`src/design/lds_pkg.sv`:
```
package lds_pkg;

  localparam int OFF_W = 40;
  localparam int CAP_W = 40;
  localparam int CMP_W = ((OFF_W > CAP_W) ? OFF_W : CAP_W) + 2;
  localparam int HDR_BYTES = 32;
  localparam int HDR_TAIL = HDR_BYTES - 20;
  localparam int CFG_IDX_W = 32;
  localparam logic [31:0] CRC_POLY = 32'h82f6_3b78;

  typedef enum logic [2:0] {
    CFG_CAPACITY  = 3'd0,
    CFG_MAGIC     = 3'd1,
    CFG_KIND_LO   = 3'd2,
    CFG_KIND_HI   = 3'd3,
    CFG_ACTIVITY  = 3'd4,
    CFG_RECEIPT   = 3'd5
  } cfg_reg_t;

  typedef enum logic [0:0] {
    PH_HEADER = 1'b0,
    PH_BODY   = 1'b1
  } scan_phase_t;

  typedef struct packed {
    logic [CAP_W-1:0] capacity;
    logic [31:0]      magic;
    logic [7:0]       kind_lo;
    logic [7:0]       kind_hi;
    logic [7:0]       activity;
    logic [7:0]       receipt;
  } cfg_t;

  typedef struct packed {
    scan_phase_t      phase;
    logic             finished;
    logic [OFF_W-1:0] offset;
    logic [4:0]       fidx;
    logic [63:0]      shift;
    logic [7:0]       kind;
    logic             resnz;
    logic [63:0]      seq;
    logic [31:0]      body_rem;
    logic [31:0]      hcrc;
    logic [31:0]      crc;
    logic [63:0]      pend;
    logic             have_act;
    logic [63:0]      durable;
  } scan_state_t;

  localparam scan_state_t SCAN_CLEAR = '{
    phase:    PH_HEADER,
    finished: 1'b0,
    offset:   '0,
    fidx:     '0,
    shift:    '0,
    kind:     '0,
    resnz:    1'b0,
    seq:      '0,
    body_rem: '0,
    hcrc:     '0,
    crc:      '1,
    pend:     '0,
    have_act: 1'b0,
    durable:  '1
  };

endpackage

```
`src/design/log_durable_head_scanner.sv`:
```
// Log segment scanner with durable-sequence tracking.
// Segment bytes enter on the input channel (in_valid/in_ready, data_byte,
// restart), one byte per item, in file order; restart marks offset zero of a
// new scan. When a scan ends, one item leaves on the output channel
// (out_valid/out_ready) with scan_status and durable_sequence.
// Registers are written through cfg_valid/cfg_ready with cfg_index and
// cfg_data; cfg_ready is always high. The user must write them only while
// the block is idle; the block does not enforce this. A byte is taken into
// an input register, processed by the byte-wide CRC-32C and header field
// logic, and its result, if any, is held in an output register. One byte
// per cycle is sustained, set by the single state update per byte, while
// no scan-ending byte waits on a stalled receiver.
// Reset loads the register defaults and clears all scan state.
// While a result waits on a stalled receiver, bytes that end no scan still
// pass through; a byte that would end a scan waits in the input register,
// and in_ready drops until the result is taken.
module log_durable_head_scanner
  import lds_pkg::*;
(
  input  logic                 clk,
  input  logic                 rst,
  input  logic                 in_valid,
  output logic                 in_ready,
  input  logic [7:0]           data_byte,
  input  logic                 restart,
  output logic                 out_valid,
  input  logic                 out_ready,
  output logic                 scan_status,
  output logic [63:0]          durable_sequence,
  input  logic                 cfg_valid,
  output logic                 cfg_ready,
  input  logic [CFG_IDX_W-1:0] cfg_index,
  input  logic [CAP_W-1:0]     cfg_data
);

  cfg_t        cfg;
  logic        in_vq;
  logic [7:0]  byte_q;
  logic        restart_q;
  logic        go;
  logic        res;
  logic        res_status;
  logic [63:0] res_sequence;

  lds_cfg_regs u_cfg (
    .clk       (clk),
    .rst       (rst),
    .cfg_valid (cfg_valid),
    .cfg_ready (cfg_ready),
    .cfg_index (cfg_index),
    .cfg_data  (cfg_data),
    .cfg       (cfg)
  );

  lds_scan_core u_core (
    .clk          (clk),
    .rst          (rst),
    .cfg          (cfg),
    .go           (go),
    .byte_in      (byte_q),
    .restart_in   (restart_q),
    .res          (res),
    .res_status   (res_status),
    .res_sequence (res_sequence)
  );

  assign go = in_vq && (!res || !out_valid || out_ready);
  assign in_ready = !in_vq || go;

  always_ff @(posedge clk) begin
    if (rst) begin
      in_vq <= 1'b0;
    end else if (in_ready) begin
      in_vq <= in_valid;
    end
  end

  always_ff @(posedge clk) begin
    if (in_valid && in_ready) begin
      byte_q <= data_byte;
      restart_q <= restart;
    end
  end

  always_ff @(posedge clk) begin
    if (rst) begin
      out_valid <= 1'b0;
    end else if (go && res) begin
      out_valid <= 1'b1;
    end else if (out_ready) begin
      out_valid <= 1'b0;
    end
  end

  always_ff @(posedge clk) begin
    if (go && res) begin
      scan_status <= res_status;
      durable_sequence <= res_sequence;
    end
  end

  a_corrupt_no_sequence: assert property (@(posedge clk) disable iff (rst)
    out_valid && scan_status |-> durable_sequence == '1)
    else $error("corrupt result carries a durable sequence");

  a_no_result_overwrite: assert property (@(posedge clk) disable iff (rst)
    go && res |-> (!out_valid || out_ready))
    else $error("pending result overwritten");

  a_in_held_when_stalled: assert property (@(posedge clk) disable iff (rst)
    in_vq && !go |=> in_vq && $stable(byte_q) && $stable(restart_q))
    else $error("stalled input item lost");

endmodule

```
`src/design/lds_cfg_regs.sv`:
```
module lds_cfg_regs
  import lds_pkg::*;
(
  input  logic                 clk,
  input  logic                 rst,
  input  logic                 cfg_valid,
  output logic                 cfg_ready,
  input  logic [CFG_IDX_W-1:0] cfg_index,
  input  logic [CAP_W-1:0]     cfg_data,
  output cfg_t                 cfg
);

  logic wr_en;

  assign cfg_ready = 1'b1;
  assign wr_en = cfg_valid && (cfg_index[CFG_IDX_W-1:3] == '0);

  always_ff @(posedge clk) begin
    if (rst) begin
      cfg.capacity <= CAP_W'(1048576);
      cfg.magic    <= '0;
      cfg.kind_lo  <= 8'd1;
      cfg.kind_hi  <= 8'd4;
      cfg.activity <= 8'd1;
      cfg.receipt  <= 8'd2;
    end else if (wr_en) begin
      case (cfg_reg_t'(cfg_index[2:0]))
        CFG_CAPACITY: cfg.capacity <= cfg_data;
        CFG_MAGIC:    cfg.magic    <= cfg_data[31:0];
        CFG_KIND_LO:  cfg.kind_lo  <= cfg_data[7:0];
        CFG_KIND_HI:  cfg.kind_hi  <= cfg_data[7:0];
        CFG_ACTIVITY: cfg.activity <= cfg_data[7:0];
        CFG_RECEIPT:  cfg.receipt  <= cfg_data[7:0];
        default: begin
        end
      endcase
    end
  end

endmodule

```
`src/design/lds_scan_core.sv`:
```
module lds_scan_core
  import lds_pkg::*;
(
  input  logic        clk,
  input  logic        rst,
  input  cfg_t        cfg,
  input  logic        go,
  input  logic [7:0]  byte_in,
  input  logic        restart_in,
  output logic        res,
  output logic        res_status,
  output logic [63:0] res_sequence
);

  localparam logic [4:0] IDX_FIRST     = 5'd0;
  localparam logic [4:0] IDX_MAGIC_END = 5'd3;
  localparam logic [4:0] IDX_KIND      = 5'd4;
  localparam logic [4:0] IDX_RSV_FIRST = 5'd5;
  localparam logic [4:0] IDX_RSV_MID   = 5'd6;
  localparam logic [4:0] IDX_RSV_LAST  = 5'd7;
  localparam logic [4:0] IDX_SEQ_END   = 5'd15;
  localparam logic [4:0] IDX_LEN_END   = 5'd19;
  localparam logic [4:0] IDX_CRC_END   = 5'd23;
  localparam logic [4:0] IDX_HDR_END   = 5'd31;

  scan_state_t st;
  scan_state_t cur;
  scan_state_t nx;
  logic        fin;
  logic        fin_bad;
  logic        rec_done;
  logic [63:0] sh;
  logic        resnz_n;
  logic [31:0] crc_n;
  logic [31:0] rem_n;

  function automatic logic [31:0] crc_byte(input logic [31:0] c, input logic [7:0] b);
    logic [31:0] r;
    r = c ^ {24'd0, b};
    for (int i = 0; i < 8; i++) begin
      r = (r >> 1) ^ (r[0] ? CRC_POLY : 32'd0);
    end
    return r;
  endfunction

  function automatic logic no_room(input logic [OFF_W-1:0] off, input logic [CAP_W-1:0] cap);
    return (CMP_W'(off) + CMP_W'(HDR_BYTES)) > CMP_W'(cap);
  endfunction

  assign cur = restart_in ? SCAN_CLEAR : st;
  assign sh = {cur.shift[55:0], byte_in};
  assign crc_n = crc_byte(cur.crc, byte_in);
  assign rem_n = cur.body_rem - {31'd0, (cur.body_rem != 32'd0)};
  assign resnz_n = cur.resnz | (byte_in != 8'd0);

  always_comb begin
    nx = cur;
    fin = 1'b0;
    fin_bad = 1'b0;
    rec_done = 1'b0;
    if (!cur.finished) begin
      if (cur.phase == PH_HEADER) begin
        if ((cur.fidx == IDX_FIRST) && no_room(cur.offset, cfg.capacity)) begin
          fin = 1'b1;
        end else begin
          nx.shift = sh;
          nx.offset = cur.offset + OFF_W'(1);
          nx.fidx = cur.fidx + 5'd1;
          case (cur.fidx)
            IDX_MAGIC_END: begin
              if (sh[31:0] == 32'd0) begin
                fin = 1'b1;
              end else if (sh[31:0] != cfg.magic) begin
                fin = 1'b1;
                fin_bad = 1'b1;
              end
            end
            IDX_KIND: begin
              nx.kind = byte_in;
              if ((byte_in < cfg.kind_lo) || (byte_in > cfg.kind_hi)) begin
                fin = 1'b1;
                fin_bad = 1'b1;
              end
            end
            IDX_RSV_FIRST, IDX_RSV_MID: begin
              nx.resnz = resnz_n;
            end
            IDX_RSV_LAST: begin
              nx.resnz = resnz_n;
              if (resnz_n) begin
                fin = 1'b1;
                fin_bad = 1'b1;
              end
            end
            IDX_SEQ_END: begin
              nx.seq = sh;
            end
            IDX_LEN_END: begin
              nx.body_rem = sh[31:0];
              if ((CMP_W'(nx.offset) + CMP_W'(HDR_TAIL) + CMP_W'(sh[31:0]))
                  > CMP_W'(cfg.capacity)) begin
                fin = 1'b1;
                fin_bad = 1'b1;
              end
            end
            IDX_CRC_END: begin
              nx.hcrc = sh[31:0];
            end
            IDX_HDR_END: begin
              nx.fidx = IDX_FIRST;
              nx.resnz = 1'b0;
              if (cur.body_rem == 32'd0) begin
                if (cur.hcrc != 32'd0) begin
                  fin = 1'b1;
                  fin_bad = 1'b1;
                end else begin
                  rec_done = 1'b1;
                end
              end else begin
                nx.phase = PH_BODY;
                nx.crc = '1;
              end
            end
            default: begin
            end
          endcase
        end
      end else begin
        nx.crc = crc_n;
        nx.offset = cur.offset + OFF_W'(1);
        nx.body_rem = rem_n;
        if (rem_n == 32'd0) begin
          if (~crc_n != cur.hcrc) begin
            fin = 1'b1;
            fin_bad = 1'b1;
          end else begin
            rec_done = 1'b1;
          end
        end
      end
    end
    if (rec_done) begin
      if (cur.kind == cfg.activity) begin
        nx.pend = cur.seq;
        nx.have_act = 1'b1;
      end else if ((cur.kind == cfg.receipt) && cur.have_act && (cur.seq == cur.pend)) begin
        nx.durable = cur.pend;
        nx.have_act = 1'b0;
      end
      nx.phase = PH_HEADER;
      nx.fidx = IDX_FIRST;
      if (no_room(nx.offset, cfg.capacity)) begin
        fin = 1'b1;
      end
    end
    if (fin) begin
      nx.finished = 1'b1;
    end
  end

  assign res = fin;
  assign res_status = fin_bad;
  assign res_sequence = fin_bad ? '1 : nx.durable;

  always_ff @(posedge clk) begin
    if (rst) begin
      st <= SCAN_CLEAR;
    end else if (go) begin
      st <= nx;
    end
  end

  a_one_result_per_scan: assert property (@(posedge clk) disable iff (rst)
    go && res |-> (!st.finished || restart_in))
    else $error("result produced after the scan had already ended");

  a_body_at_field_zero: assert property (@(posedge clk) disable iff (rst)
    st.phase == PH_BODY |-> st.fidx == IDX_FIRST)
    else $error("header field index not cleared in body phase");

  a_body_has_bytes: assert property (@(posedge clk) disable iff (rst)
    (st.phase == PH_BODY) && !st.finished |-> st.body_rem != 32'd0)
    else $error("body phase with no body bytes left");

endmodule
```
`config.mk`:
```
export PLATFORM = sky130hd
export DESIGN_NAME = log_durable_head_scanner
export DESIGN_NICKNAME = d
export VERILOG_FILES = /design/src/design/lds_pkg.sv /design/src/design/log_durable_head_scanner.sv /design/src/design/lds_cfg_regs.sv /design/src/design/lds_scan_core.sv
export SDC_FILE = /design/constraint.sdc
export NUM_CORES = 2
export LEC_CHECK = 0
export BUFFER_PORTS_ARGS = -buffer_cell sky130_fd_sc_hd__buf_4
export CELL_PAD_IN_SITES_DETAIL_PLACEMENT = 1
export CELL_PAD_IN_SITES_GLOBAL_PLACEMENT = 1
export CORE_ASPECT_RATIO = 1.25
export CORE_MARGIN = 1.5
export CORE_UTILIZATION = 40
export CTS_CLUSTER_SIZE = 10
export DETAILED_ROUTE_END_ITERATION = 10
export HOLD_SLACK_MARGIN = 0.05
export MAX_ROUTING_LAYER = met4
export PLACE_DENSITY_LB_ADDON = 0.1
export SLEW_MARGIN = 20
export SYNTH_ARGS = -nofsm -noshare
export SYNTH_HDL_FRONTEND = slang
export SYNTH_SLANG_ARGS = --single-unit
```
`constraint.sdc`:
```
create_clock -name clk -period 19 [get_ports clk]
set_clock_uncertainty 0.1 [all_clocks]
set_input_delay 1.9 -clock clk [delete_from_list [all_inputs] [get_ports clk]]
set_output_delay 1.9 -clock clk [all_outputs]
set_load 0.005 [all_outputs]
```
# After elaboration in Yosys (flattened, before gate mapping)
# Index checks and enable logic that the tools add are counted.
# Widths: inputs -> output; s select.
[word_totals] out_inout_bits=68 inputBits=86 romBits=0 n_memories=0 ramBits=0 latch_bits=0 reg_bits=589 wordCells=166
[classes] shift=0 addsub=7 reduce_logical=31 bitwise=11 div_mod_pow=0 multipliers=0 order_cmp=5 n_eq_ne=19 mux=67
[op_table] cell="$mux 278" count=2
[op_table] cell="$mux 32" count=15
[op_table] cell="$mux 409" count=1
[op_table] cell="$xor 31x32->32" count=8
[op_table] cell="$mux 64" count=3
[op_table] cell="$mux 142" count=1
[op_table] cell="$mux 129" count=1
[op_table] cell="$gt 42x40->1" count=3
[op_table] cell="$logic_not 32->1" count=3
[op_table] cell="$add 40x6->41 const B" count=2
[op_table] cell="$mux 65" count=1
[op_table] cell="$eq 64x64->1" count=1
[op_table] cell="$ne 32x32->1" count=2
[op_table] cell="$reduce_bool 32->1" count=2
[op_table] cell="$add 42x32->42" count=1
[op_table] cell="$add 40x4->41 const B" count=1
[op_table] cell="$add 40x1->40 const B" count=1
[op_table] cell="$mux 40" count=1
[op_table] cell="$mux 1" count=36
[op_table] cell="$not 32->32" count=1
[op_table] cell="$sub 32x1->32" count=1
[op_table] cell="$xor 32x8->32" count=1
[op_table] cell="$logic_not 29->1" count=1
[op_table] cell="$eq 5x3->1 const B" count=4
[op_table] cell="24 further kinds" count=47

# Longest topological paths before layout
[logic_depth] word_depth=32 depth_mapped=58 ltp_nobuf=41

# Modules after synthesis
# A second synthesis with hierarchy kept.
[unflattened] hier_cells=4297 hier_area_um2=36238.5
[by_module_without_submodules] mod="lds_scan_core" cells_per_inst=3753 area_per_inst_um2=29365.7 instances=1 seq_area_each_um2=8027.7
[by_module_without_submodules] mod="lds_cfg_regs" cells_per_inst=458 area_per_inst_um2=4546.9 instances=1 seq_area_each_um2=2082.0
[by_module_without_submodules] mod="log_durable_head_scanner" cells_per_inst=86 area_per_inst_um2=2326.0 instances=1 seq_area_each_um2=2262.2

# Worst setup path before layout
# Ideal clock, no wire load.
[synth_timing] path_type="register -> register" start="register restart_q" end="register durable_sequence[0] (enable)" path_buffers=18 setup_ns=0.488 t_required_ns=18.412 period_less_slack_ns=13.771 slack_ns=5.229 path_stages_with_launch=57 arrival_time_ns=13.183 cell_sequence="edfxtp_1 -> buf_4 -> buf_4 -> buf_4 -> buf_4 -> buf_4 -> buf_2 -> buf_2 -> buf_2 -> buf_1 -> clkbuf_1 -> buf_1 -> buf_2 -> buf_1 -> clkbuf_1 -> clkbuf_1 -> nor2b_1 -> ha_1 -> (+21 left out) -> a21oi_1 -> o21ai_0 -> xnor2_1 -> ha_1 -> a21o_1 -> a21o_1 -> a21oi_1 -> o211ai_1 -> a221oi_1 -> a21oi_1 -> o21ai_0 -> nand4_1 -> nor3b_1 -> o22a_2 -> o21ai_4 -> buf_4 -> buf_2 -> nor2_1"
[synth_via] elab_chain_cells=25 elab_cells_between_ends=73 cone_classes="add/sub: 6; order compare: 3; eq/ne: 7; mux: 34; bitwise: 11; reduce/logical: 12"
[synth_rtl] item="from (decl)" line="log_durable_head_scanner.sv:39" source="logic restart_q;"
[synth_rtl] item="from (signal assigned)" line="log_durable_head_scanner.sv:81" source="restart_q <= restart;"
[synth_rtl] item="$mux 409 (*)" line="lds_scan_core.sv:50" source="assign cur = restart_in ? SCAN_CLEAR : st;"
[synth_rtl] item="branches (longest 18 deep; another with $add 42x32->42)"
[synth_rtl] item="$mux 1 (*)" line="lds_scan_core.sv:142" source="if (rec_done) begin"
[synth_rtl] item="$logic_not 1->1" line="log_durable_head_scanner.sv:67" source="assign go = in_vq && (!res || !out_valid || out_ready);"
[synth_rtl] item="$logic_or 1x1->1 (2 in a row)" line="log_durable_head_scanner.sv:67"
[synth_rtl] item="$logic_and 1x1->1" line="log_durable_head_scanner.sv:67"
[synth_rtl] item="$logic_and 1x1->1 (*)" line="log_durable_head_scanner.sv:96" source="if (go && res) begin"
[synth_rtl] item="to (signal assigned)" line="log_durable_head_scanner.sv:98" source="durable_sequence <= res_sequence;"
[synth_rtl] item="to (decl)" line="log_durable_head_scanner.sv:29" source="output logic [63:0] durable_sequence,"
# Every way passes the cells marked *.
# A chain may end at the register's enable or synchronous reset.

# Worst setup path after layout
[layout_timing] start="register restart_q" end="output in_ready"
[layout_via] elab_chain_cells=25 elab_cells_between_ends=73 cone_classes="add/sub: 6; order compare: 3; eq/ne: 7; mux: 34; bitwise: 11; reduce/logical: 12"
[layout_rtl] item="$mux 409 (*)" line="lds_scan_core.sv:50"
[layout_rtl] item="branches (longest 18 deep; another with $add 42x32->42)"
[layout_rtl] item="$mux 1 (*)" line="lds_scan_core.sv:142"
[layout_rtl] item="$logic_not 1->1 (*)" line="log_durable_head_scanner.sv:67"
[layout_rtl] item="$logic_or 1x1->1 (*) (2 in a row)" line="log_durable_head_scanner.sv:67"
[layout_rtl] item="$logic_and 1x1->1 (*)" line="log_durable_head_scanner.sv:67"
[layout_rtl] item="$logic_or 1x1->1 (*)" line="log_durable_head_scanner.sv:68" source="assign in_ready = !in_vq || go;"
[layout_rtl] item="to (decl)" line="log_durable_head_scanner.sv:23" source="output logic in_ready,"
# Marks and branches as above.

==> summary.txt <==
Setup path
  • Crit-path most repeated cell: a21o_1
  • Crit-path max FO: 56
  • RR Endpoint: u_core.st[232]$_SDFFE_PP0P_
  • Top delay family on crit path: compound AO/OA/AOI/OAI gates
  • R2r startpoint: restart_q$_DFFE_PP_
  • Crit path DAT: 12.32 ns
  • CP Buf/Inv Count: 4
  • Worst EP required: 17.00 ns
  • Startpoint Class: flip-flop
  • CP peak stage delay: approximately 0.96 ns
  • Worst path slowest cell: a21oi_1
  • R2r worst-path depth: 44
  • Crit. End Element: output pin
  • R2R setup slack: 5.45 ns
  • Class of the most critical setup path: flip-flop to output pin

STA
  • RSZ-0062 raised after global routing: no
  • Setup violations, final: 0
  • Setup_tns: 0 ns
  • Fin. max-slew vios: 0
  • Slew @ Worst Pin: between 1 and 1.5 ns
  • Crit share post-route: 75.4%
  • Min Tclk post-route: 14.32 ns
  • Relative slew slack: 27.8%
  • Final hold viol count: 0
  • Fmax: between 60 and 70 MHz

Power
  • Leakage Power: roughly 15 nW
  • VDD IR max: around 0.000062 V
  • Pwr Density: 77.8 nW/um2

Finish
  • Share of cells above drive strength 1: roughly a tenth
  • Layout area overhead: 12.1%
  • Fin nets: 4543
  • Fin area: 40200 um2
  • Filler cell count: between 10000 and 15000
  • Register area: 12400 um2
  • Area of the multi-input gates: 21700 um2

Yosys
  • Post-Synth Simple-Gate Area: about a fifth
  • Largest family of logic cells by synthesized area: compound AO/OA/AOI/OAI gates
  • Ys Warns: 0
  • Compound-cell area share of the yosys netlist: a little under a quarter
  • Post-synthesis cell count: about 4200
  • Cell variety after synth: 105
  • Asr flop ratio synth: 0%
  • Syn_nets: 4504
  • Area contributors post-synth: dfxtp_1 28%, xnor2_1 6.3%, ha_1 6.2%, edfxtp_1 6.2%, a22o_1 5.9%
  • Post-synth EDFFs: 74
  • Dominant register cell in the synthesized netlist: dfxtp_1
  • Sequential element share of the synthesized area: 34.5%
  • Multiplexer area fraction after synthesis: 1.68%
  • Most numerous cell in the Yosys netlist: dfxtp_1
  • Cell taking the most area after synthesis: dfxtp_1
  • Synth cell count leaders: 507 x dfxtp_1, 407 x nand2_1, 389 x nor2_1
  • XOR/XNOR Fraction of Synth Area: 10.1%
  • Seq cells post-synth: just under 600
  • Adder-cell share of the synthesized area: 6.26%
  • Synth top area share: 28.3%
  • Avg Cell Area, Syn: 8.47 um2
  • Mapped Area: between 30000 and 40000 um2

Min path
  • Hold Startpoint: u_cfg.cfg[97]$_SDFFE_PP0P_
  • Worst hold path endpoint: u_cfg.cfg[97]$_SDFFE_PP0P_
  • Worst Hold Depth: 2
  • Hold Path Class: flip-flop to flip-flop

Die
  • Die area: 91600 um2
  • FP Rows: 122
  • Io pins: approximately 150
  • CORE AREA: 88700 um2
  • Die Y: 338 um
  • Die width: 271 um
  • Initial core utilization: 40.5%

Run status
  • Status: finished clean

Clocking
  • CTS sink count: 581
  • CTS tree: built
  • Cts bufs inserted: 71
  • Clk_lat worst skew: 0.66 ns
  • Max clock buf depth: 3
  • CTS root buf: clkbuf_16
  • Hold Buf Count CTS: 0
  • Post-CTS resize count: 0
  • H-tree Lvls: 3
  • Register clock-pin slew on the reported worst setup and hold paths: 0.05 ns
  • # Post-CTS Setup Buffers: 0

Drt
  • Drt drc: 0
  • First-pass DRT Iterations: 5
  • WL final: 149 mm
  • Via count: 33100
  • Final ANT Viol Nets: 0
  • Via density: 6.03
  • DR WL/cell: 27.0 um
  • 1st-iter DRT viols: 2156

Global routing
  • First-pass GRT wire length: 221 mm
  • Largest net degree at the start of global routing: 150
  • Antenna violations before repair: 3
  • Grt ovf: 0
  • Vias in the first global route: 33500
  • GRT Overall Usage: 33.0%

Placed design
  • IO Port Bufs: roughly 150
  • Dpl cell area: 38100 um2
  • Global placement routability congestion: 0.971
  • Dpl hpwl: around 110 mm

Flow run
  • # Max-Cap Violations: 0
==> logic make-up after synthesis <==
group	count (synthesis)
adder cells (fa/ha/maj)	179
flip-flops	581
other	1
XOR/XNOR	385
buffers and inverters	455
AND/OR/NAND/NOR	1418
multiplexers	60
AO/OA/AOI/OAI	1160
==> report_power, final <==
| group | total (W) | switching, W | internal (W) |
|---|---|---|---|
| Sequential | 0.00128 | 0.0000203 | 0.00126 |
| Clock | 0.00128 | 0.000566 | 0.000717 |
| Combinational | 0.000570 | 0.000372 | 0.000197 |
==> stage by stage <==
step | util, % | power (W) | cells | hold WS (ns) | setup slack, ns
2_1_floorplan | - | 0.00167 | 4239 | 0.334 | 5.23
3_3_place_gp | 43.0 | 0.00186 | 5382 | 0.342 | 5.67
3_5_place_dp | 43.0 | 0.00186 | 5382 | 0.349 | 5.42
4_1_cts | 45.4 | 0.00315 | 5497 | 0.356 | 4.73
5_1_grt | 45.4 | 0.00324 | 5500 | 0.371 | 3.84
6_report | 45.4 | 0.00313 | 5500 | 0.353 | 4.68
==> flip-flops by register name, indices dropped and copies added (netlist names) <==
name / flops
u_core.st: 401
u_cfg.cfg: 104
durable_sequence: 64
byte_q: 8
in_vq: 1
out_valid: 1
restart_q: 1
scan_status: 1
==> final cells by class <==
class                      instances  area share, %
multi-input combinational       3203           54.0
sequential                       581           30.7
clock buffer                     104           4.85
timing repair buffer             250           4.70
tap                             1178           3.66
inverter                         171           1.61
clock inverter                    11          0.442
antenna                            2         0.0124
==> placed cells by master, fill, tap and decap left out, types with 23 or more instances in the layout <==
master / instances
a22o_1: 240
inv_1: 170
a211oi_1: 52
clkbuf_1: 28
nand2b_1: 40
nor2b_1: 73
nand3_1: 100
dfxtp_1: 507
nor3_1: 82
nand2_1: 406
xnor2_1: 260
a21o_1: 49
o22ai_1: 23
o211ai_1: 23
nand4_1: 73
ha_1: 178
buf_4: 247
a221oi_1: 23
clkbuf_16: 71
edfxtp_1: 74
o21ai_0: 162
o21a_1: 25
a21oi_1: 274
nor4_1: 75
mux2i_1: 57
nor2_1: 386
a2bb2oi_1: 79
xor2_1: 105
==> worst register-to-register path: cells and delay by family, from the launching register on <==
family | cells | cell delay, ns
compound gates | 19 | 5.81
simple gates | 14 | 3.70
buf+inv | 6 | 2.25
fa+ha+maj | 3 | 0.86
flops | 1 | 0.45
xor+xnor | 2 | 0.27
==> how the worst max path moves through the flow <==
stage	startpoint	end	slack [ns]	cells after the start
final	restart_q$_DFFE_PP_	in_ready	4.68	41
after detailed placement	restart_q$_DFFE_PP_	in_ready	5.42	40
after global placement	restart_q$_DFFE_PP_	in_ready	5.67	40
after CTS	restart_q$_DFFE_PP_	in_ready	4.73	40
after floorplan	restart_q$_DFFE_PP_	durable_sequence[0]$_SDFFCE_PP1P_	5.23	56
after global routing	restart_q$_DFFE_PP_	in_ready	3.84	39
==> metal layers <==
metal  GRT usage [%]  share of wire, %  up-vias
met3            4.19               4.0      402
met4            20.9               7.2        0
li1                -                 -    15400
met5               -                 0        -
met1            35.2                39    16500
met2            58.0                50      884
No activity file was read; power rests on OpenSTA's default activity.
